## src/rtl/core/rfq_pkg.sv

```systemverilog
package rfq_pkg;

  // Defaults for the top-level parameters
  localparam int DEPTH_DEF     = 1024;
  localparam int ELEM_W_DEF    = 32;
  localparam int MAX_BURST_DEF = 64;

  // Fixed field widths of the channels
  localparam int DATA_W  = 32;
  localparam int CMD_W   = 3;
  localparam int CNT_W   = 7;
  localparam int LVL_W   = 10;
  localparam int CAP_REG_W = 11;

  typedef enum logic [CMD_W-1:0] {
    CMD_PUT   = 3'd0,
    CMD_GET   = 3'd1,
    CMD_PEEK  = 3'd2,
    CMD_SKIP  = 3'd3,
    CMD_CLEAR = 3'd4
  } rfq_cmd_t;

  typedef enum logic {
    ST_IDLE,
    ST_BURST
  } rfq_state_t;

  // Result fields known when a result is issued; rd marks a beat whose
  // data comes from the storage read issued in the same cycle.
  typedef struct packed {
    logic             rd;
    logic             valid_res;
    logic             last;
    logic [CNT_W-1:0] done_count;
    logic [LVL_W-1:0] fill_level;
    logic [LVL_W-1:0] free_space;
  } rfq_meta_t;

  typedef struct packed {
    logic [DATA_W-1:0] data_out;
    logic              valid_res;
    logic              last;
    logic [CNT_W-1:0]  done_count;
    logic [LVL_W-1:0]  fill_level;
    logic [LVL_W-1:0]  free_space;
  } rfq_res_t;

endpackage

```

## src/rtl/core/rfq_out.sv

```systemverilog
// Two-entry result queue; the producer reserves a slot before issuing.
module rfq_out (
  input  logic              clk,
  input  logic              rst,
  input  logic              push,
  input  rfq_pkg::rfq_res_t push_res,
  input  logic              pop,
  output rfq_pkg::rfq_res_t front,
  output logic              not_empty,
  output logic [1:0]        occ
);

  rfq_pkg::rfq_res_t slot [2];
  logic              wr_idx;
  logic              rd_idx;

  always_ff @(posedge clk) begin
    if (rst) begin
      wr_idx <= 1'b0;
      rd_idx <= 1'b0;
      occ    <= 2'd0;
    end else begin
      if (push) begin
        wr_idx <= ~wr_idx;
      end
      if (pop) begin
        rd_idx <= ~rd_idx;
      end
      occ <= occ + {1'b0, push} - {1'b0, pop};
    end
  end

  always_ff @(posedge clk) begin
    if (push) begin
      slot[wr_idx] <= push_res;
    end
  end

  assign front     = slot[rd_idx];
  assign not_empty = (occ != 2'd0);

endmodule

```

## config.mk

```make
export PLATFORM = sky130hd
export DESIGN_NAME = rfq_out
export DESIGN_NICKNAME = d
export VERILOG_FILES = /design/src/rtl/core/rfq_pkg.sv /design/src/rtl/core/rfq_out.sv
export SDC_FILE = /design/constraint.sdc
export NUM_CORES = 1
export LEC_CHECK = 0
export BUFFER_PORTS_ARGS = -buffer_cell sky130_fd_sc_hd__buf_4
export CAP_MARGIN = 0
export CORE_MARGIN = 2
export CORE_UTILIZATION = 45
export CTS_BUF_LIST = sky130_fd_sc_hd__clkbuf_4
export CTS_CLUSTER_SIZE = 30
export DETAILED_ROUTE_END_ITERATION = 12
export GPL_ROUTABILITY_DRIVEN = 0
export PLACE_DENSITY = 0.7
export SLEW_MARGIN = 10
export SYNTH_ARGS = -nofsm -noshare
export SYNTH_HDL_FRONTEND = slang
export SYNTH_SLANG_ARGS = --single-unit
```

## constraint.sdc

```tcl
create_clock -name clk -period 10.2 [get_ports clk]
set_input_delay 0.51 -clock clk [delete_from_list [all_inputs] [get_ports clk]]
set_output_delay 0.51 -clock clk [all_outputs]
set_load 0.01 [all_outputs]
```

==> results of run 1 <==
## cell usage in the layout, fill, tap and decap left out
cell          n
and2_2        1
buf_4       131
bufinv_16     2
clkbuf_4     18
clkinv_1      1
clkinv_2      3
clkinv_4      3
clkinvlp_4    4
dfxtp_1       4
dfxtp_4       1
edfxtp_1    122
ha_1          2
inv_1         2
inv_6         1
mux2_2        1
mux2_4       60
nor2_1        4
nor2b_1       1
nor2b_4       1
or2_2         1
xnor2_1       2
xnor3_1       1
## through the flow
stage	instance area (um^2)	utilization [%]	hold slack [ns]
4_1_cts	6240	58.1	0.118
2_1_floorplan	4920	-	0.480
3_5_place_dp	5960	55.5	0.522
6_report	6240	58.1	0.179
3_3_place_gp	5960	55.5	0.495
5_1_grt	6240	58.1	0.0876
## state kept, by name, indices dropped and copies added (netlist names), named ones only
register / count
slot: 122
occ: 2
rd_idx: 1
wr_idx: 1
## layout make-up
| type | count | area [um^2] |
|---|---|---|
| fill | 839 | 4510 |
| timing repair buffer | 131 | 983 |
| clock buffer | 18 | 135 |
| sequential | 127 | 3770 |
| inverter | 2 | 7.51 |
| tap | 140 | 175 |
| multi-input combinational | 74 | 1030 |
| clock inverter | 14 | 144 |
## logic make-up (layout without fill, tap and decap cells)
family | count (synthesis) | in the layout | synth area share (%)
xor gates and xnor gates | 3 | 3 | 0.814
DFF | 127 | 127 | 76.5
muxes | 61 | 61 | 18.5
adders and majority gates | 2 | 2 | 0.509
and+or+nand+nor | 8 | 8 | 0.814
buffers and inverters | 9 | 165 | 2.82
## worst max-delay path, cell delays in order, from the launching register on
cell     delay [ns]
dfxtp_4        0.62
buf_4          0.70
mux2_2         0.41
buf_4          0.14
## layer usage
layer	up-vias	routed length, um	track usage, %
met5	-	0	0
met4	0	85	6.04
met3	5	657	7.23
met2	84	4160	23.8
met1	1164	3140	16.0
li1	1114	-	-
## power by group through the flow
stage               logic (mW)  clock network [mW]  registers (mW)
floorplan                0.104                   0           0.629
global route             0.181               0.366           0.625
finish                   0.168               0.328           0.621
global placement         0.169                   0           0.632
detailed placement       0.171                   0           0.634
CTS                      0.171               0.341           0.622
## worst max path at each step
stage / startpoint / end / slack (ns) / cells after the start
floorplan: push / slot[0][0]$_DFFE_PP_ / 6.52 / 1
global placement: flop / front[60] / 7.81 / 3
detailed placement: flop / front[60] / 7.80 / 3
CTS: flop / front[60] / 7.19 / 3
global route: flop / front[60] / 7.11 / 3
finish: flop / front[60] / 7.30 / 3
==> summary.txt, run 1 <==
Floorplan
  – Die W: 109 um
  – Die area: 11800 um^2
  – Die height: 109 um
  – Core box area: 10700 um^2
  – Initial core utilization: 45.8%
  – Site row count: 38
  – # IOs: 129

Placed design
  – Port Buffers: 128
  – Setup Slack @ Placement: 7.80 ns
  – Dpl hpwl: 5.19 mm
  – Placed insts: 474

Clock tree
  – Post-CTS Resized: 0
  – Clock tree buffer depth: 2
  – Root Buffer: clkbuf_4
  – Cts bufs inserted: 17
  – Cts-stage hold buffer count: 0
  – Clk_lat worst skew: 0.50 ns
  – Post-CTS Setup Inserts: 0
  – Clock Pin Slew Worst Setup and Hold Paths: 0.12 ns
  – TritonCTS clock tree: done
  – H-Tree Depth: 4
  – Clock Sinks: 127

Pwr
  – Sw Share: 23.4%
  – Comb power frac: 15.0%
  – P_sw: 262 uW
  – Clk pwr share: 29.4%
  – Maximum VDD drop: 96.0 uV
  – Power per cell area: 179 nW/um^2
  – PnR Total Power: 1.12 mW
  – P_int: 855 uW
  – Sequential share of power: 55.6%
  – Pleak: 2.48 nW

STA
  – Number of hold violations in the final report: 0
  – Minimum clock period: 2.90 ns
  – Clk_skew: 0.0187 ns
  – Max_slew headroom: 48.7%
  – Fin. max-slew vios: 0
  – # setup viols final: 0
  – Least-Margin Pin Slew: 0.769 ns
  – Fin crit share: 28.5%
  – Setup slack after layout: 7.30 ns
  – RSZ-0062 raised after global routing: no
  – Max Freq: 344 MHz
  – Setup_tns: 0 ns

Worst setup path
  – Worst reg2reg path depth: 2
  – R2r setup slk: 8.26 ns
  – Crit path launch type: flop
  – CP max FO: 41
  – Reg2reg end: slot[1][32]$_DFFE_PP_
  – FF-to-FF Start: wr_idx$_SDFFE_PP0P_
  – CP Data Arrival Time: 2.39 ns
  – WP data required: 9.69 ns
  – Crit end category: output pin
  – Critical path class: reg -> out

Drt
  – Via count: 2367
  – Routed wire length: 8.04 mm
  – WL per Instance: 15.9 um
  – ANT nets after route: 0
  – Starting DRT DRC Count: 62
  – Vias per cell: 4.68
  – DRC viols: 0
  – DRT Pass-1 Iters: 6

Synthesis
  – Synthesized area per cell: 23.4 um^2
  – EDFF count, synth: 122
  – Leading post-synthesis cells by cell area: edfxtp_1 (74%), mux2_4 (18%), buf_12 (2.4%)
  – Yosys cell types: 14
  – Post-synth top cells: edfxtp_1 (122), mux2_4 (60), buf_12 (6)
  – Synth Cell Area: 4920 um^2
  – Post-synth top area share: 74.5%
  – Post-Syn Instances: 210
  – Cell taking the most area after synthesis: edfxtp_1
  – Yosys warnings: 0
  – Dominant synthesized flop cell: edfxtp_1
  – Top-count cell post-synth: edfxtp_1
  – Yosys reg bits: 127
  – Post-Syn Nets: 277
  – Register area share after synthesis: 76.5%
  – Synth async-reset ratio: 0%

Cells and area
  – Non-filler cells, final: 506
  – Antenna diode count: 0
  – Area delta synth->final: 26.8%
  – Layout cells sized above 1: 62.0%
  – Nets: 420

Global route
  – Total GRT Usage: 14.5%
  – Vias in the first global route: 2446
  – Pin count of the biggest net entering global routing: 42
  – Congestion Overflow GR: 0
  – First-pass GRT wire length: 12.0 mm
  – Initial antenna violation count: 0

Status
  – Status: completed

Hold path
  – Worst Hold Path EP: slot[0][60]$_DFFE_PP_
  – Min-delay worst type: in -> reg
  – Hold path startpoint: push_res[60]
  – Hold Crit Depth: 1

Flow run
  – Max-Cap Viols: 0
No activity file was read; power rests on OpenSTA's default activity.
==> run 2: changes to the inputs <==
- ABC_AREA: default -> 1
- clock period: 10.2 -> 2.77 ns (I/O delays scaled with it)
==> summary.txt, run 2 <==
Global route
  – Pin count of the biggest net entering global routing: 44
  – Grt met3 use: 5.14%
  – Met2 Use GR: 27.7%
  – Total GRT Usage: 15.9%
  – Layer with the highest usage: met2
  – Vias in the first global route: 2905
  – First-pass GRT wire length: 13.6 mm
  – Initial antenna violation count: 0
  – Met1 GRT Util: 18.1%
  – Congestion Overflow GR: 0

STA
  – Least-Margin Pin Slew: 0.722 ns
  – Number of hold violations in the final report: 0
  – # setup viols final: 0
  – RSZ-0062 raised after global routing: no
  – Minimum clock period: 2.14 ns
  – Setup_tns: 0 ns
  – Max Freq: 466 MHz
  – Max_slew headroom: 51.7%
  – Fin crit share: 77.4%
  – Clk_skew: 0.00829 ns
  – Fin. max-slew vios: 0

Synthesis
  – Post-synth top cells: edfxtp_1 (122), mux2_4 (60), inv_1 (8)
  – Dominant synthesized flop cell: edfxtp_1
  – Synth async-reset ratio: 0%
  – Yosys reg bits: 127
  – Post-synth top area share: 74.4%
  – Cell taking the most area after synthesis: edfxtp_1
  – Register area share after synthesis: 76.4%
  – Synth Cell Area: 4930 um^2
  – EDFF count, synth: 122
  – Post-Syn Instances: 220
  – Leading post-synthesis cells by cell area: edfxtp_1 (74%), mux2_4 (18%), buf_12 (2.4%)
  – Synthesized area per cell: 22.4 um^2
  – Yosys warnings: 0
  – Top-count cell post-synth: edfxtp_1
  – Post-Syn Nets: 287
  – Yosys cell types: 14

Placed design
  – Placed insts: 485
  – Area after DPL: 6010 um^2
  – Dpl hpwl: 5.27 mm
  – Port Buffers: 128

Worst setup path
  – Crit end category: output pin
  – CP max FO: 24
  – FF-to-FF Start: occ[0]$_SDFF_PP0_
  – Reg2reg end: occ[0]$_SDFF_PP0_
  – Critical path class: reg -> out
  – R2r setup slk: 1.03 ns
  – CP Data Arrival Time: 2.01 ns
  – WP data required: 2.63 ns
  – Worst reg2reg path depth: 7
  – Crit path launch type: flop

Clock tree
  – TritonCTS clock tree: done
  – Clock Pin Slew Worst Setup and Hold Paths: 0.10 ns
  – Clk_lat worst skew: 0.49 ns
  – Cts bufs inserted: 17
  – Root Buffer: clkbuf_4
  – Post-CTS Resized: 0
  – Clock Sinks: 127
  – Cts-stage hold buffer count: 65
  – Clock tree buffer depth: 2
  – Post-CTS Setup Inserts: 0
  – H-Tree Depth: 4

Floorplan
  – Die area: 11800 um^2
  – # IOs: 129
  – Site row count: 38
  – Initial core utilization: 45.9%
  – Die height: 109 um
  – Core box area: 10700 um^2
  – Die W: 109 um

Drt
  – ANT nets after route: 0
  – WL per Instance: 15.4 um
  – Routed wire length: 8.89 mm
  – DRT Pass-1 Iters: 4
  – DRC viols: 0
  – Starting DRT DRC Count: 129
  – Vias per cell: 4.61
  – Via count: 2668

Pwr
  – Power per cell area: 595 nW/um^2
  – Maximum VDD drop: 347 uV
  – Pleak: 2.78 nW
  – PnR Total Power: 4.12 mW

Cells and area
  – Non-filler cells, final: 579
  – Largest register by flop count: slot
  – Antenna diode count: 0
  – Finished Core Util: 64.4%
  – Final instance area: 6920 um^2
  – Most frequent cells in the layout: buf_4 (129), edfxtp_1 (122), dlygate4sd3_1 (65)
  – Layout cells sized above 1: 49.9%
  – Most common cell after layout, fill and taps aside: buf_4
  – Largest regs: slot (122), occ (2)
  – Nets: 496
  – Max FFs per register: 122
  – Area delta synth->final: 40.5%

Hold path
  – Min-delay worst type: in -> reg
  – Hold Crit Depth: 2
  – Worst Hold Path EP: slot[0][48]$_DFFE_PP_
  – Hold path startpoint: push_res[48]

Flow run
  – Max-Cap Viols: 0

Status
  – Status: completed
-- run 2: worst max-delay path, cell delays in order, from the launching register on --
cell     delay [ns]
dfxtp_4        0.66
buf_4          0.36
mux2_4         0.33
buf_4          0.14
-- run 2: kinds of logic (layout without fill, tap and decap cells) --
group / Yosys count / count (layout) / synth area share (%)
simple gates: 13 / 13 / 1.04
flops: 127 / 127 / 76.4
xor+xnor: 1 / 1 / 0.178
mux: 61 / 61 / 18.5
buf+inv: 15 / 234 / 3.28
fa+ha+maj: 2 / 2 / 0.508
compound gates: 1 / 1 / 0.101
-- run 2: worst max-delay path by stage --
stage                                    from                    to  slack [ns]  depth (start not counted)
after floorplan           wr_idx$_SDFFE_PP0P_  slot[0][0]$_DFFE_PP_        0.43                          1
after global placement    wr_idx$_SDFFE_PP0P_  slot[0][7]$_DFFE_PP_        1.17                          2
after detailed placement  wr_idx$_SDFFE_PP0P_  slot[0][8]$_DFFE_PP_        1.14                          2
after CTS                                flop             front[41]        0.57                          3
after global routing                     flop             front[20]        0.48                          3
final                                    flop             front[41]        0.63                          3
-- run 2: area by class of cell --
| cell class | instances | area (um^2) |
|---|---|---|
| inverters | 8 | 30.0 |
| multi-input cells | 78 | 1010 |
| flip-flops and latches | 127 | 3770 |
| repair buffers | 197 | 1680 |
| well taps | 140 | 175 |
| clock buffers | 18 | 135 |
| clock inverters | 11 | 125 |
| fillers | 771 | 3820 |
-- run 2: power by group --
group,total [mW],switching (mW),internal [mW]
clock network,1.19,0.589,0.602
logic,0.663,0.256,0.407
registers,2.27,0.0471,2.22
total,4.12,0.892,3.23
-- run 2: metal layers --
metal / vias to the layer above / part of all wire [%]
met2: 104 / 52
met3: 13 / 6.5
li1: 1267 / -
met5: - / 0
met4: 0 / 1.6
met1: 1284 / 40
-- run 2: through the flow --
| stage | hold WS [ns] | setup WS [ns] |
|---|---|---|
| after floorplan | 0.210 | 0.426 |
| after global placement | 0.323 | 1.17 |
| after detailed placement | 0.326 | 1.14 |
| after CTS | 0.307 | 0.569 |
| after global routing | 0.297 | 0.481 |
| final | 0.364 | 0.626 |
==> run 3: changes to the inputs <==
- PLACE_DENSITY: 0.7 -> 0.72
- clock period: 2.77 -> 1.85 ns (I/O delays scaled with it)
==> summary.txt, run 3 (same netlist as run 2, synthesis figures left out) <==
Worst setup path
  – FF-to-FF Start: wr_idx$_SDFFE_PP0P_
  – Crit end category: output pin
  – Critical path class: reg -> out
  – CP max FO: 14
  – CP Data Arrival Time: 1.64 ns
  – Crit path launch type: flop
  – WP data required: 1.76 ns

Global route
  – First-pass GRT wire length: 13.7 mm
  – Pin count of the biggest net entering global routing: 36
  – Vias in the first global route: 2816
  – Initial antenna violation count: 0
  – Congestion Overflow GR: 0
  – Total GRT Usage: 16.0%

Cells and area
  – Largest regs: slot (122), occ (2)
  – Largest register by flop count: slot
  – Layout cells sized above 1: 51.2%
  – Most frequent cells in the layout: edfxtp_1 (122), buf_4 (114), dlygate4sd3_1 (65)
  – Area of the multi-input gates: 1010 um^2
  – Max FFs per register: 122
  – Non-filler cells, final: 589
  – Area delta synth->final: 44.2%
  – Most common cell after layout, fill and taps aside: edfxtp_1
  – FF+latch area: 3770 um^2
  – Nets: 503
  – Fillcell total: 766
  – Final instance area: 7110 um^2
  – Antenna diode count: 0

Floorplan
  – Die W: 109 um
  – Die area: 11800 um^2
  – Site row count: 38
  – Initial core utilization: 45.9%
  – Core box area: 10700 um^2
  – Die height: 109 um
  – # IOs: 129

Pwr
  – Pleak: 2.86 nW
  – Maximum VDD drop: 505 uV
  – Power per cell area: 871 nW/um^2

STA
  – Max_slew headroom: 69.3%
  – Setup slack after layout: 0.120 ns
  – Hold slack: 0.350 ns
  – Max Freq: 578 MHz
  – Minimum clock period: 1.73 ns
  – Number of hold violations in the final report: 0
  – # setup viols final: 0
  – Clk_skew: 0.00757 ns
  – Least-Margin Pin Slew: 0.461 ns
  – RSZ-0062 raised after global routing: yes
  – Fin. max-slew vios: 0
  – Fin crit share: 93.5%
  – Setup_tns: 0 ns

Clock tree
  – Root Buffer: clkbuf_4
  – Clock Pin Slew Worst Setup and Hold Paths: 0.09 ns
  – TritonCTS clock tree: done
  – Clock Sinks: 127
  – Clock tree buffer depth: 2
  – Cts bufs inserted: 17
  – H-Tree Depth: 4
  – Clk_lat worst skew: 0.46 ns

Drt
  – Vias per cell: 4.58
  – Top sig layer: met4
  – Via count: 2700
  – ANT nets after route: 0
  – WL per Instance: 15.9 um
  – DRT Pass-1 Iters: 6
  – Routed wire length: 9.39 mm
  – WL met1: 3.64 mm
  – Met3 Wirelength: 597 um
  – Starting DRT DRC Count: 86
  – Routed wl met2: 5.12 mm
  – DRC viols: 0

Placed design
  – Port Buffers: 128
  – Dpl hpwl: 5.67 mm
  – Area after DPL: 6050 um^2
  – Placed insts: 488
  – Setup Slack @ Placement: 0.463 ns

Status
  – Status: completed

Hold path
  – Hold path startpoint: push_res[6]
  – Min-delay worst type: in -> reg

Flow run
  – Max-Cap Viols: 0
run 3: where the power goes:
part	internal [mW]	switching (mW)	leakage (nW)	total, mW
combinational	0.677	0.430	1.53	1.11
sequential	3.32	0.0476	1.19	3.37
clock	0.835	0.879	0.145	1.71
total	4.83	1.36	2.86	6.19
run 3: cell type report:
type                       instances  share of cell area (%)
sequential                       127                    53.0
tap                              140                    2.47
timing repair buffer             204                    26.2
inverter                           8                   0.475
clock buffer                      21                    2.22
multi-input combinational         78                    14.2
clock inverter                    11                    1.43
run 3: worst paths after layout:
path              cells after the start  slack [ns]               endpoint
setup / recovery                      4        0.12              front[60]
hold / removal                        2        0.35   slot[1][6]$_DFFE_PP_
setup reg to reg                      3        0.45  slot[1][28]$_DFFE_PP_
hold reg to reg                       2        0.54    rd_idx$_SDFFE_PP0P_
run 3: what timing repair did:
item | CTS | global route
buffers inserted | 4 | 0
hold endpoints to repair | 127 | 0
resized for setup | 0 | 20
gates cloned | 1 | 0
hold buffers | 65 | 0
setup endpoints to repair | 27 | 42
run 3: routing by layer:
metal  up-vias  GRT usage [%]
li1       1285              -
met4         0           4.12
met3         2           6.58
met5         -              0
met2        98           28.4
met1      1315           17.8
run 3: critical path: stages, from the launching register on:
cell and delay, ns:
dfxtp_4 0.40, buf_12 0.12, buf_12 0.16, mux2_2 0.34, buf_4 0.14
run 3: metrics by stage:
stage	power [mW]	utilization [%]
2_1_floorplan	3.96	-
3_3_place_gp	4.34	56.3
3_5_place_dp	4.36	56.3
4_1_cts	6.22	65.5
5_1_grt	6.49	66.1
6_report	6.19	66.1
