File: src/rtl/core/rfq_pkg.sv
package rfq_pkg;

  // Defaults for the top-level parameters
  localparam int DEPTH_DEF     = 1024;
  localparam int ELEM_W_DEF    = 32;
  localparam int MAX_BURST_DEF = 64;

  // Fixed field widths of the channels
  localparam int DATA_W  = 32;
  localparam int CMD_W   = 3;
  localparam int CNT_W   = 7;
  localparam int LVL_W   = 10;
  localparam int CAP_REG_W = 11;

  typedef enum logic [CMD_W-1:0] {
    CMD_PUT   = 3'd0,
    CMD_GET   = 3'd1,
    CMD_PEEK  = 3'd2,
    CMD_SKIP  = 3'd3,
    CMD_CLEAR = 3'd4
  } rfq_cmd_t;

  typedef enum logic {
    ST_IDLE,
    ST_BURST
  } rfq_state_t;

  // Result fields known when a result is issued; rd marks a beat whose
  // data comes from the storage read issued in the same cycle.
  typedef struct packed {
    logic             rd;
    logic             valid_res;
    logic             last;
    logic [CNT_W-1:0] done_count;
    logic [LVL_W-1:0] fill_level;
    logic [LVL_W-1:0] free_space;
  } rfq_meta_t;

  typedef struct packed {
    logic [DATA_W-1:0] data_out;
    logic              valid_res;
    logic              last;
    logic [CNT_W-1:0]  done_count;
    logic [LVL_W-1:0]  fill_level;
    logic [LVL_W-1:0]  free_space;
  } rfq_res_t;

endpackage

File: src/rtl/core/rfq_req_if.sv
interface rfq_req_if;
  logic                        valid;
  logic                        ready;
  logic [rfq_pkg::CMD_W-1:0]   cmd;
  logic [rfq_pkg::DATA_W-1:0]  data_in;
  logic [rfq_pkg::CNT_W-1:0]   count;

  modport source (output valid, output cmd, output data_in, output count, input ready);
  modport sink   (input valid, input cmd, input data_in, input count, output ready);
endinterface

File: src/rtl/core/rfq_ctrl.sv
// Pointer/fill bookkeeping and burst sequencer around the storage memory.
module rfq_ctrl #(
  parameter int DEPTH         = rfq_pkg::DEPTH_DEF,
  parameter int ELEMENT_WIDTH = rfq_pkg::ELEM_W_DEF,
  parameter int MAX_BURST     = rfq_pkg::MAX_BURST_DEF,
  localparam int PTR_W        = $clog2(DEPTH)
) (
  input  logic                            clk,
  input  logic                            rst,
  input  logic                            cfg_we,
  input  logic [rfq_pkg::CAP_REG_W-1:0]   cfg_wdata,
  rfq_req_if.sink                         req,
  input  logic                            room,
  output logic                            mem_we,
  output logic [PTR_W-1:0]                mem_waddr,
  output logic [ELEMENT_WIDTH-1:0]        mem_wdata,
  output logic                            mem_re,
  output logic [PTR_W-1:0]                mem_raddr,
  output logic                            res_valid,
  output rfq_pkg::rfq_meta_t              res_meta
);

  localparam int CAP_W = $clog2(DEPTH + 1);
  localparam int CNT_W = rfq_pkg::CNT_W;
  localparam int LVL_W = rfq_pkg::LVL_W;
  localparam int SUM_W = ((CAP_W > CNT_W) ? CAP_W : CNT_W) + 1;

  rfq_pkg::rfq_state_t state, state_next;
  logic [CAP_W-1:0]    cap;
  logic [PTR_W-1:0]    wp, wp_next;
  logic [PTR_W-1:0]    rp, rp_next;
  logic [PTR_W-1:0]    fill, fill_next;
  logic [PTR_W-1:0]    cur, cur_next;
  logic [CNT_W-1:0]    left, left_next;
  logic [CNT_W-1:0]    total, total_next;
  logic                is_get, is_get_next;

  logic                issue;
  rfq_pkg::rfq_meta_t  meta;
  logic                accept;
  logic [CNT_W-1:0]    cnt_sat;
  logic [CNT_W-1:0]    n;
  logic                full;
  logic [SUM_W-1:0]    skip_sum;
  logic [PTR_W-1:0]    rp_skip;
  logic [31:0]         cap_wide;
  logic [31:0]         cap_clamp;

  function automatic logic [PTR_W-1:0] ptr_inc(input logic [PTR_W-1:0] p,
                                               input logic [CAP_W-1:0] c);
    logic [CAP_W-1:0] s;
    s = CAP_W'(p) + CAP_W'(1);
    return (s == c) ? '0 : PTR_W'(s);
  endfunction

  function automatic logic [LVL_W-1:0] free_of(input logic [PTR_W-1:0] f,
                                               input logic [CAP_W-1:0] c);
    return LVL_W'(c - CAP_W'(1) - CAP_W'(f));
  endfunction

  assign accept   = req.valid && req.ready;
  assign req.ready = (state == rfq_pkg::ST_IDLE) && room;

  assign cnt_sat  = (req.count > CNT_W'(MAX_BURST)) ? CNT_W'(MAX_BURST) : req.count;
  assign n        = (32'(cnt_sat) < 32'(fill)) ? cnt_sat : CNT_W'(fill);
  assign full     = (CAP_W'(fill) == cap - CAP_W'(1));
  assign skip_sum = SUM_W'(rp) + SUM_W'(n);
  assign rp_skip  = (skip_sum >= SUM_W'(cap)) ? PTR_W'(skip_sum - SUM_W'(cap))
                                              : PTR_W'(skip_sum);

  assign cap_wide  = 32'(cfg_wdata);
  assign cap_clamp = (cap_wide < 32'd2) ? 32'd2 :
                     (cap_wide > 32'(DEPTH)) ? 32'(DEPTH) : cap_wide;

  assign mem_wdata = ELEMENT_WIDTH'(req.data_in);
  assign mem_waddr = wp;

  always_comb begin
    state_next  = state;
    wp_next     = wp;
    rp_next     = rp;
    fill_next   = fill;
    cur_next    = cur;
    left_next   = left;
    total_next  = total;
    is_get_next = is_get;
    issue       = 1'b0;
    mem_we      = 1'b0;
    mem_re      = 1'b0;
    mem_raddr   = cur;
    meta.rd         = 1'b0;
    meta.valid_res  = 1'b0;
    meta.last       = 1'b1;
    meta.done_count = '0;
    meta.fill_level = LVL_W'(fill);
    meta.free_space = free_of(fill, cap);

    unique case (state)
      rfq_pkg::ST_IDLE: begin
        if (accept) begin
          issue = 1'b1;
          unique case (req.cmd)
            rfq_pkg::CMD_PUT: begin
              if (!full) begin
                mem_we          = 1'b1;
                wp_next         = ptr_inc(wp, cap);
                fill_next       = fill + PTR_W'(1);
                meta.done_count = CNT_W'(1);
                meta.fill_level = LVL_W'(fill_next);
                meta.free_space = free_of(fill_next, cap);
              end
            end
            rfq_pkg::CMD_GET,
            rfq_pkg::CMD_PEEK: begin
              if (n != '0) begin
                is_get_next     = (req.cmd == rfq_pkg::CMD_GET);
                mem_re          = 1'b1;
                mem_raddr       = rp;
                cur_next        = ptr_inc(rp, cap);
                left_next       = n - CNT_W'(1);
                total_next      = n;
                meta.rd         = 1'b1;
                meta.valid_res  = 1'b1;
                meta.last       = (n == CNT_W'(1));
                meta.done_count = n;
                if (is_get_next) begin
                  rp_next   = cur_next;
                  fill_next = fill - PTR_W'(1);
                end
                meta.fill_level = LVL_W'(fill_next);
                meta.free_space = free_of(fill_next, cap);
                if (n != CNT_W'(1)) begin
                  state_next = rfq_pkg::ST_BURST;
                end
              end
            end
            rfq_pkg::CMD_SKIP: begin
              rp_next         = rp_skip;
              fill_next       = fill - PTR_W'(n);
              meta.done_count = n;
              meta.fill_level = LVL_W'(fill_next);
              meta.free_space = free_of(fill_next, cap);
            end
            rfq_pkg::CMD_CLEAR: begin
              wp_next         = '0;
              rp_next         = '0;
              fill_next       = '0;
              meta.fill_level = '0;
              meta.free_space = free_of('0, cap);
            end
            default: begin
            end
          endcase
        end
      end
      rfq_pkg::ST_BURST: begin
        if (room) begin
          issue           = 1'b1;
          mem_re          = 1'b1;
          cur_next        = ptr_inc(cur, cap);
          left_next       = left - CNT_W'(1);
          meta.rd         = 1'b1;
          meta.valid_res  = 1'b1;
          meta.last       = (left == CNT_W'(1));
          meta.done_count = total;
          if (is_get) begin
            rp_next   = cur_next;
            fill_next = fill - PTR_W'(1);
          end
          meta.fill_level = LVL_W'(fill_next);
          meta.free_space = free_of(fill_next, cap);
          if (left == CNT_W'(1)) begin
            state_next = rfq_pkg::ST_IDLE;
          end
        end
      end
      default: begin
        state_next = rfq_pkg::ST_IDLE;
      end
    endcase
  end

  always_ff @(posedge clk) begin
    if (rst) begin
      state     <= rfq_pkg::ST_IDLE;
      cap       <= CAP_W'(DEPTH);
      wp        <= '0;
      rp        <= '0;
      fill      <= '0;
      res_valid <= 1'b0;
    end else begin
      state     <= state_next;
      res_valid <= issue;
      if (cfg_we) begin
        // a capacity write also restarts both pointers
        cap  <= CAP_W'(cap_clamp);
        wp   <= '0;
        rp   <= '0;
        fill <= '0;
      end else begin
        wp   <= wp_next;
        rp   <= rp_next;
        fill <= fill_next;
      end
    end
  end

  always_ff @(posedge clk) begin
    cur    <= cur_next;
    left   <= left_next;
    total  <= total_next;
    is_get <= is_get_next;
    if (issue) begin
      res_meta <= meta;
    end
  end

endmodule

File: src/flat_wrapper.sv
// flat-port wrapper written by rule: the top's interface ports become plain ports
module rfq_ctrl_flat 
#(
  parameter int DEPTH         = rfq_pkg::DEPTH_DEF,
  parameter int ELEMENT_WIDTH = rfq_pkg::ELEM_W_DEF,
  parameter int MAX_BURST     = rfq_pkg::MAX_BURST_DEF,
  localparam int PTR_W        = $clog2(DEPTH)
)
  (clk, rst, cfg_we, cfg_wdata, room, mem_we, mem_waddr, mem_wdata, mem_re, mem_raddr, res_valid, res_meta, req_valid, req_cmd, req_data_in, req_count, req_ready);
  rfq_req_if req_i ();
  input  logic clk;
  input  logic rst;
  input  logic cfg_we;
  input  logic [rfq_pkg::CAP_REG_W-1:0] cfg_wdata;
  input  logic room;
  output logic mem_we;
  output logic [PTR_W-1:0] mem_waddr;
  output logic [ELEMENT_WIDTH-1:0] mem_wdata;
  output logic mem_re;
  output logic [PTR_W-1:0] mem_raddr;
  output logic res_valid;
  output rfq_pkg::rfq_meta_t res_meta;
  input wire logic [$bits(req_i.valid)-1:0] req_valid;
  input wire logic [$bits(req_i.cmd)-1:0] req_cmd;
  input wire logic [$bits(req_i.data_in)-1:0] req_data_in;
  input wire logic [$bits(req_i.count)-1:0] req_count;
  output wire logic [$bits(req_i.ready)-1:0] req_ready;
  assign req_i.valid = req_valid;
  assign req_i.cmd = req_cmd;
  assign req_i.data_in = req_data_in;
  assign req_i.count = req_count;
  assign req_ready = req_i.ready;
  rfq_ctrl #(.DEPTH(DEPTH), .ELEMENT_WIDTH(ELEMENT_WIDTH), .MAX_BURST(MAX_BURST)) u_core (.clk(clk), .rst(rst), .cfg_we(cfg_we), .cfg_wdata(cfg_wdata), .req(req_i), .room(room), .mem_we(mem_we), .mem_waddr(mem_waddr), .mem_wdata(mem_wdata), .mem_re(mem_re), .mem_raddr(mem_raddr), .res_valid(res_valid), .res_meta(res_meta));
endmodule
File: config.mk
export PLATFORM = sky130hd
export DESIGN_NAME = rfq_ctrl_flat
export DESIGN_NICKNAME = d
export VERILOG_FILES = /design/src/rtl/core/rfq_pkg.sv /design/src/rtl/core/rfq_req_if.sv /design/src/rtl/core/rfq_ctrl.sv /design/src/flat_wrapper.sv
export SDC_FILE = /design/constraint.sdc
export NUM_CORES = 1
export LEC_CHECK = 0
export ABC_AREA = 1
export BUFFER_PORTS_ARGS = -buffer_cell sky130_fd_sc_hd__buf_2
export CAP_MARGIN = 0
export CORE_UTILIZATION = 45
export CTS_CLUSTER_SIZE = 14
export DETAILED_ROUTE_END_ITERATION = 10
export MAX_ROUTING_LAYER = met4
export SLEW_MARGIN = 10
export SYNTH_ARGS = -nofsm -noshare
export SYNTH_HDL_FRONTEND = slang
export SYNTH_SLANG_ARGS = --single-unit
File: constraint.sdc
create_clock -name clk -period 6.54 [get_ports clk]
set_input_delay 1.308 -clock clk [delete_from_list [all_inputs] [get_ports clk]]
set_output_delay 1.308 -clock clk [all_outputs]
set_load 0.01 [all_outputs]
==> results of run 1 <==
==> how the worst max path moves through the flow <==
stage                         to  slack [ns]    startpoint
global placement    u_core.rp[1]        0.16  req_count[1]
detailed placement  u_core.rp[7]        0.17  req_count[1]
global route        u_core.rp[7]       0.008  req_count[1]
finish              mem_raddr[1]        0.34  req_count[1]
CTS                 mem_raddr[1]        0.40  req_count[1]
floorplan           u_core.rp[1]        0.40  req_count[4]
==> kinds of logic (layout without fill, tap and decap cells) <==
group / after synthesis / in the layout
and+or+nand+nor: 699 / 699
AOI/OAI and AO/OA: 321 / 321
buffers and inverters: 289 / 345
xor gates and xnor gates: 98 / 98
DFF: 97 / 97
adders and majority gates: 92 / 92
==> registers in the layout, summed over array words and instances (netlist names) <==
signal and cells:
u_core.res_meta 29, u_core.cap 11, u_core.cur 10, u_core.fill 10, u_core.mem_waddr 10, u_core.rp 10
u_core.left 7, u_core.total 7, u_core.is_get 1, u_core.res_valid 1, u_core.state 1
==> power breakdown <==
part	leakage [nW]	internal [mW]	total, mW	switching, mW
Clock	0.156	0.295	0.584	0.289
Combinational	4.43	0.392	1.12	0.731
Sequential	0.855	0.687	0.711	0.0239
==> synthesized netlist by cell type, types with 3 or more instances <==
| library cell | count | share of area (%) |
|---|---|---|
| o211ai_1 | 11 | 0.77 |
| ha_1 | 84 | 9.8 |
| nor2_1 | 133 | 4.7 |
| nand3_1 | 103 | 4.8 |
| a22oi_1 | 5 | 0.35 |
| inv_1 | 200 | 7.0 |
| buf_2 | 9 | 0.42 |
| edfxtp_1 | 54 | 15 |
| nand2_2 | 7 | 0.41 |
| inv_2 | 10 | 0.35 |
| buf_6 | 3 | 0.31 |
| dfxtp_1 | 43 | 8.0 |
| xor2_1 | 82 | 6.7 |
| o21bai_1 | 9 | 0.63 |
| nor2_2 | 3 | 0.18 |
| clkbuf_1 | 25 | 0.88 |
| o21ai_0 | 124 | 5.8 |
| nand2_1 | 357 | 12 |
| nor2_4 | 4 | 0.42 |
| nand2_4 | 3 | 0.31 |
| o21ai_1 | 16 | 0.75 |
| o22ai_1 | 19 | 1.1 |
| or2_2 | 8 | 0.47 |
| a21oi_1 | 100 | 4.7 |
| nor4_1 | 4 | 0.23 |
| nor3_1 | 31 | 1.4 |
| a31oi_1 | 4 | 0.23 |
| fa_1 | 8 | 1.5 |
| xnor2_1 | 16 | 1.3 |
| o2111ai_1 | 4 | 0.33 |
| clkinv_1 | 9 | 0.31 |
| nand4_1 | 33 | 1.9 |
| o31ai_1 | 5 | 0.35 |
| buf_4 | 33 | 2.3 |
==> metal layers <==
| layer | up-vias | GRT usage, % | share of wire, % |
|---|---|---|---|
| li1 | 5415 | - | - |
| met4 | 0 | 11.2 | 3.0 |
| met2 | 418 | 48.2 | 43 |
| met3 | 74 | 4.21 | 7.0 |
| met5 | - | - | 0 |
| met1 | 5079 | 43.6 | 47 |
==> stage by stage <==
| stage | hold WS (ns) | setup WS [ns] |
|---|---|---|
| floorplan | 0.495 | 0.400 |
| global placement | 0.495 | 0.162 |
| detailed placement | 0.500 | 0.169 |
| CTS | 0.510 | 0.400 |
| global route | 0.523 | 0.00836 |
| finish | 0.511 | 0.343 |
==> timing repair <==
action / CTS / global route
setup endpoints to repair: 0 / 5
setup buffers: 0 / 0
gates resized for setup: 0 / 2
endpoints found under the hold margin: 0 / 0
==> layout make-up <==
type | instances | area [µm²]
fillers | 2498 | 11700
clock buffers | 10 | 250
inverters | 219 | 822
flip-flops and latches | 97 | 2480
repair buffers | 110 | 628
well taps | 319 | 399
clock inverters | 6 | 70.1
multi-input cells | 1210 | 7010
==> critical path, cell delays in order <==
cell and delay, ns:
buf_2 0.10, nor2_1 0.15, nand3_1 0.08, nand2_1 0.14, nand2_1 0.06, inv_1 0.11
ha_1 0.27, a21oi_1 0.16, nand2_1 0.10, a21oi_4 0.20, nand2_4 0.14, o21ai_0 0.19
buf_4 0.18, inv_1 0.12, ha_1 0.29, nand3_4 0.13, nand2_2 0.06, nor2_2 0.45
inv_1 0.25, nand2_1 0.14, nand2_1 0.08, buf_2 0.15
==> summary.md, run 1 <==
| Metric | Value |
|---|---|
| Arr. time, crit path | `4.89 ns` |
| Most common cell after layout, fill and taps aside | `nand2_1` |
| Largest family of logic cells by synthesized area | `simple AND/OR/NAND/NOR gates` |
| Max cap viols | `0` |
| Share of layout cells above drive strength 1 | `11.0%` |
| WP data required | `5.23 ns` |
| Most frequent cells in the layout | `nand2_1, inv_1, nor2_1, o21ai_0, nand3_1` |
| RSZ-0062 raised after global routing | `false` |
| Fin crit period | `6.20 ns` |
| CTS sink count | `97` |
| XOR/XNOR Fraction of Synth Area | `8.00%` |
| Avg Cell Area, Syn | `6.72 µm²` |
| Crit Path Class | `in -> out` |
| Hold buffers post-CTS | `0` |
| Post-synth EDFFs | `54` |
| Pwr Density | `207 nW/µm²` |
| Worst r2r dst | `u_core.rp[1]` |
| Dominant synthesized flop cell | `edfxtp_1` |
| Fin util | `49.8%` |
| Fin crit share | `94.8%` |
| Number of I/O pins | `144` |
| GRT Residual Overflow | `0` |
| Largest net degree at the start of global routing | `41` |
| Vias in the first global route | `10200` |
| Hold Crit Depth | `2` |
| Drt first pass iters | `5` |
| Ant diodes | `0` |
| Rows | `56` |
| Post-DRT Antenna Nets | `0` |
| Final std cells w/o fill | `1971` |
| # DRC | `0` |
| H-tree lvl count | `3` |
| DR iter-0 viols | `960` |
| Leakage power | `5.45 nW` |
| Initial core utilization | `45.8%` |
| Synth Area in Simple Gates | `28.8%` |
| Outcome | `finished clean` |
| Setup slack, reg-to-reg | `1.10 ns` |
| Global-route wire length before repair | `57400 µm` |
| Post-Syn Area | `10700 µm²` |
| Num CTS Buffers | `9` |
| Area post-placement | `11300 µm²` |
| Worst-case clock buffer depth | `2` |
| Die Wd | `156 µm` |
| Yosys warning count | `0` |
| Worst Reg2Reg Path Length in Cells | `29` |
| Syn nets | `1746` |
| Vias per cell | `5.57` |
| Crit start category | `input port` |
| Worst Hold Launch | `u_core.mem_waddr[1]` |
| Fin nets | `1797` |
| Die Ht | `156 µm` |
| Final-report setup violation count | `0` |
| Initial antenna violation count | `0` |
| CTS tree | `done` |
| PnR Total Power | `2.42 mW` |
| Hold WC Path Type | `reg -> reg` |
| Peak supply drop | `165 µV` |
| Via count | `11000` |
| Core area | `23400 µm²` |
| Clk slew on worst S/H paths | `0.07 ns` |
| Register area share after synthesis | `23.1%` |
| Port buffer count | `79` |
| Placed cell count | `1955` |
| Clk Latency, worst-skew pair | `0.37 ns` |
| FF+latch count, synth | `97` |
| Final Skew | `0.0203 ns` |
| Ys async rst share | `0%` |
| Hold Vio Cnt, Final | `0` |
| Total track usage | `31.9%` |
| Post-synthesis mux area share | `0%` |
| Fmax | `161 MHz` |
| Root Driver | `clkbuf_16` |
| Final wirelength | `36900 µm` |
| Design Area, Final | `11700 µm²` |
| Worst setup EP type | `primary output` |
| Hold path endpoint | `u_core.mem_waddr[1]` |
| Die area | `24500 µm²` |
| Final GP Congestion | `0.988` |
| Layout overhead on the synthesized area | `8.73%` |
| Library cells used by synthesis | `59` |
| Worst slew margin | `35.7%` |
| Compound-Gate Fraction of Synth Area | `17.2%` |
| Maximum fanout along the worst path | `13` |
| Routed len/inst | `18.7 µm` |
| Critical R2R Launch | `u_core.fill[3]` |
| Synth Instances | `1596` |
| Slew Limit Fails | `0` |
| Post-DP HPWL | `29400 µm` |
| TNS Setup | `0 ns` |
| Fraction of the mapped netlist area in adder cells | `11.3%` |
| Worst-margin pin slew | `0.954 ns` |
Power figures use the tool's default switching activity.
==> inputs of run 2 (changes only) <==
- ABC_AREA: 1 -> unset
- PLACE_DENSITY: unset -> 0.7
==> run 2 against run 1 <==
  * Design area rose by 2.2%
  * Core utilization is 0.95 points higher
  * Combinational power grew 5%
  * Critical endpoint is now u_core.rp[4]
  * Largest cell class unchanged
  * Largest power group unchanged
==> summary.md, run 2 <==
| Metric | Value |
|---|---|
| Drt first pass iters | `5` |
| Fin util | `50.8%` |
| Final std cells w/o fill | `1692` |
| Post-DRT Antenna Nets | `0` |
| Ranking of synthesized cells by area | `edfxtp_1, ha_1, xnor2_1` |
| Syn nets | `1452` |
| Fin crit share | `96.0%` |
| Crit Path Class | `in -> reg` |
| GRT Residual Overflow | `0` |
| Final worst slack | `0.263 ns` |
| Num CTS Buffers | `9` |
| Worst slew margin | `34.5%` |
| Routed len/inst | `20.4 µm` |
| Number of I/O pins | `144` |
| CTS tree | `done` |
| Die Wd | `157 µm` |
| WP depth | `26` |
| Ys async rst share | `0%` |
| Post-synth top area share | `15.1%` |
| Worst Path Buf+Inv | `2` |
| Avg Cell Area, Syn | `8.26 µm²` |
| Crit path to | `u_core.rp[4]` |
| CP max stage delay | `0.41 ns` |
| Most frequent cells in the layout | `xnor2_1, nand2_1, nor2_1, ha_1` |
| Share of layout cells above drive strength 1 | `17.6%` |
| DR iter-0 viols | `876` |
| Worst Reg2Reg Path Length in Cells | `25` |
| WP data required | `6.77 ns` |
| Largest Register | `u_core.res_meta` |
| Initial antenna violation count | `0` |
| Hold Vio Cnt, Final | `0` |
| Worst path top cell family by delay | `compound AO/OA/AOI/OAI gates` |
| # fillers | `2249` |
| Maximum fanout along the worst path | `8` |
| Design Area, Final | `11900 µm²` |
| Vias in the first global route | `9515` |
| Worst-margin pin slew | `0.976 ns` |
| Hold WC Path Type | `reg -> reg` |
| Synth Instances | `1302` |
| Die area | `24500 µm²` |
| Worst-case clock buffer depth | `2` |
| Worst setup EP type | `flip-flop` |
| CTS sink count | `97` |
| Die Ht | `157 µm` |
| Max cap viols | `0` |
| RSZ-0062 raised after global routing | `false` |
| Dominant synthesized flop cell | `edfxtp_1` |
| Port buffer count | `79` |
| Outcome | `finished clean` |
| Final wirelength | `34500 µm` |
| Peak supply drop | `116 µV` |
| Final-report setup violation count | `0` |
| Root Driver | `clkbuf_16` |
| Post-synth top cells | `xnor2_1, nand2_1, nor2_1` |
| Largest regs | `u_core.res_meta x29, u_core.cap x11` |
| Clk Latency, worst-skew pair | `0.37 ns` |
| Placed cell count | `1674` |
| Library cells used by synthesis | `101` |
| Crit path from | `req_count[3]` |
| Initial core utilization | `45.8%` |
| H-tree lvl count | `3` |
| Post-DP HPWL | `26500 µm` |
| Yosys warning count | `0` |
| Ant diodes | `0` |
| Most common cell after layout, fill and taps aside | `xnor2_1` |
| Fin nets | `1518` |
| Area post-placement | `11600 µm²` |
| Fin crit period | `6.28 ns` |
| Post-Syn Area | `10800 µm²` |
| Worst r2r dst | `u_core.rp[4]` |
| Layout overhead on the synthesized area | `10.8%` |
| Fmax | `159 MHz` |
| Post-synth EDFFs | `54` |
| Critical-path top delay cell | `fa_1` |
| Vias per cell | `5.97` |
| CP most frequent cell | `ha_1` |
| Register area share after synthesis | `23.1%` |
| Total track usage | `29.3%` |
| Leakage power | `4.67 nW` |
| Max reg flops | `29` |
| Critical R2R Launch | `u_core.fill[3]` |
| Clk slew on worst S/H paths | `0.07 ns` |
| Via count | `10100` |
| Setup slack, reg-to-reg | `0.64 ns` |
| Pwr Density | `207 nW/µm²` |
| Final GP Congestion | `0.985` |
| # DRC | `0` |
| Slew Limit Fails | `0` |
| Synth area leader | `edfxtp_1` |
| Global-route wire length before repair | `53100 µm` |
| Crit start category | `input port` |
| Largest net degree at the start of global routing | `63` |
| Most common cell in the synthesized netlist | `xnor2_1` |
| Final Skew | `0.0138 ns` |
| Arr. time, crit path | `6.51 ns` |
| Setup WS pre-CTS | `-0.103 ns` |
| Core area | `23500 µm²` |
| Rows | `56` |
| FF+latch count, synth | `97` |
## run 2: cell type report
type                    count  area, µm²  area share [%]
multi-input cells        1050       7580            63.6
flip-flops and latches     97       2480            20.8
repair buffers            152        947            7.95
well taps                 319        399            3.35
clock buffers              10        229            1.92
inverters                  58        218            1.83
clock inverters             6       66.3           0.556
## run 2: where the power goes
part           switching, mW  internal [mW]
Clock                  0.272          0.300
Combinational          0.661          0.519
Sequential            0.0292          0.683
## run 2: worst min-delay path by stage
stage | end | startpoint | cells past startpoint | slack [ns]
final | u_core.mem_waddr[1] | u_core.mem_waddr[1] | 2 | 0.53
after global routing | u_core.mem_waddr[4] | u_core.mem_waddr[4] | 2 | 0.57
after CTS | u_core.mem_waddr[1] | u_core.mem_waddr[1] | 2 | 0.53
after detailed placement | u_core.res_meta[24] | u_core.total[4] | 2 | 0.52
after global placement | u_core.mem_waddr[1] | u_core.mem_waddr[1] | 2 | 0.51
after floorplan | u_core.res_meta[21] | u_core.total[1] | 2 | 0.50
## run 2: layer usage
metal / GRT usage, % / share of wire, %
met4: 14.1 / 4.3
met1: 36.7 / 43
met3: 4.15 / 6.3
met2: 46.4 / 46
met5: - / 0
## run 2: cells by family after synthesis
logic type | Yosys count | synth area share, %
mux | 32 | 3.19
simple gates | 428 | 20.1
compound gates | 344 | 22.3
buf+inv | 155 | 6.87
xor+xnor | 153 | 13.0
flops | 97 | 23.1
fa+ha+maj | 93 | 11.4
## run 2: timing repair
item / CTS / global route
endpoints found under the setup margin: 0 / 18
setup buffers: 0 / 2
hold buffers: 0 / 0
gates resized for setup: 0 / 11
## run 2: through the flow
step | setup TNS, ns | hold slack [ns] | power [mW]
2_1_floorplan | 0 | 0.496 | 1.59
5_1_grt | 0 | 0.566 | 2.61
4_1_cts | 0 | 0.533 | 2.45
3_3_place_gp | -0.0359 | 0.506 | 1.87
6_report | 0 | 0.528 | 2.46
3_5_place_dp | -0.461 | 0.521 | 1.87
## run 2: worst reg2reg max path: cells and delay by family, from the launching register on
kind / cells / cell delay [ns]
buf+inv: 2 / 0.41
simple gates: 2 / 0.14
xor+xnor: 1 / 0.15
fa+ha+maj: 5 / 1.66
mux: 2 / 0.75
flops: 1 / 0.59
compound gates: 13 / 2.09
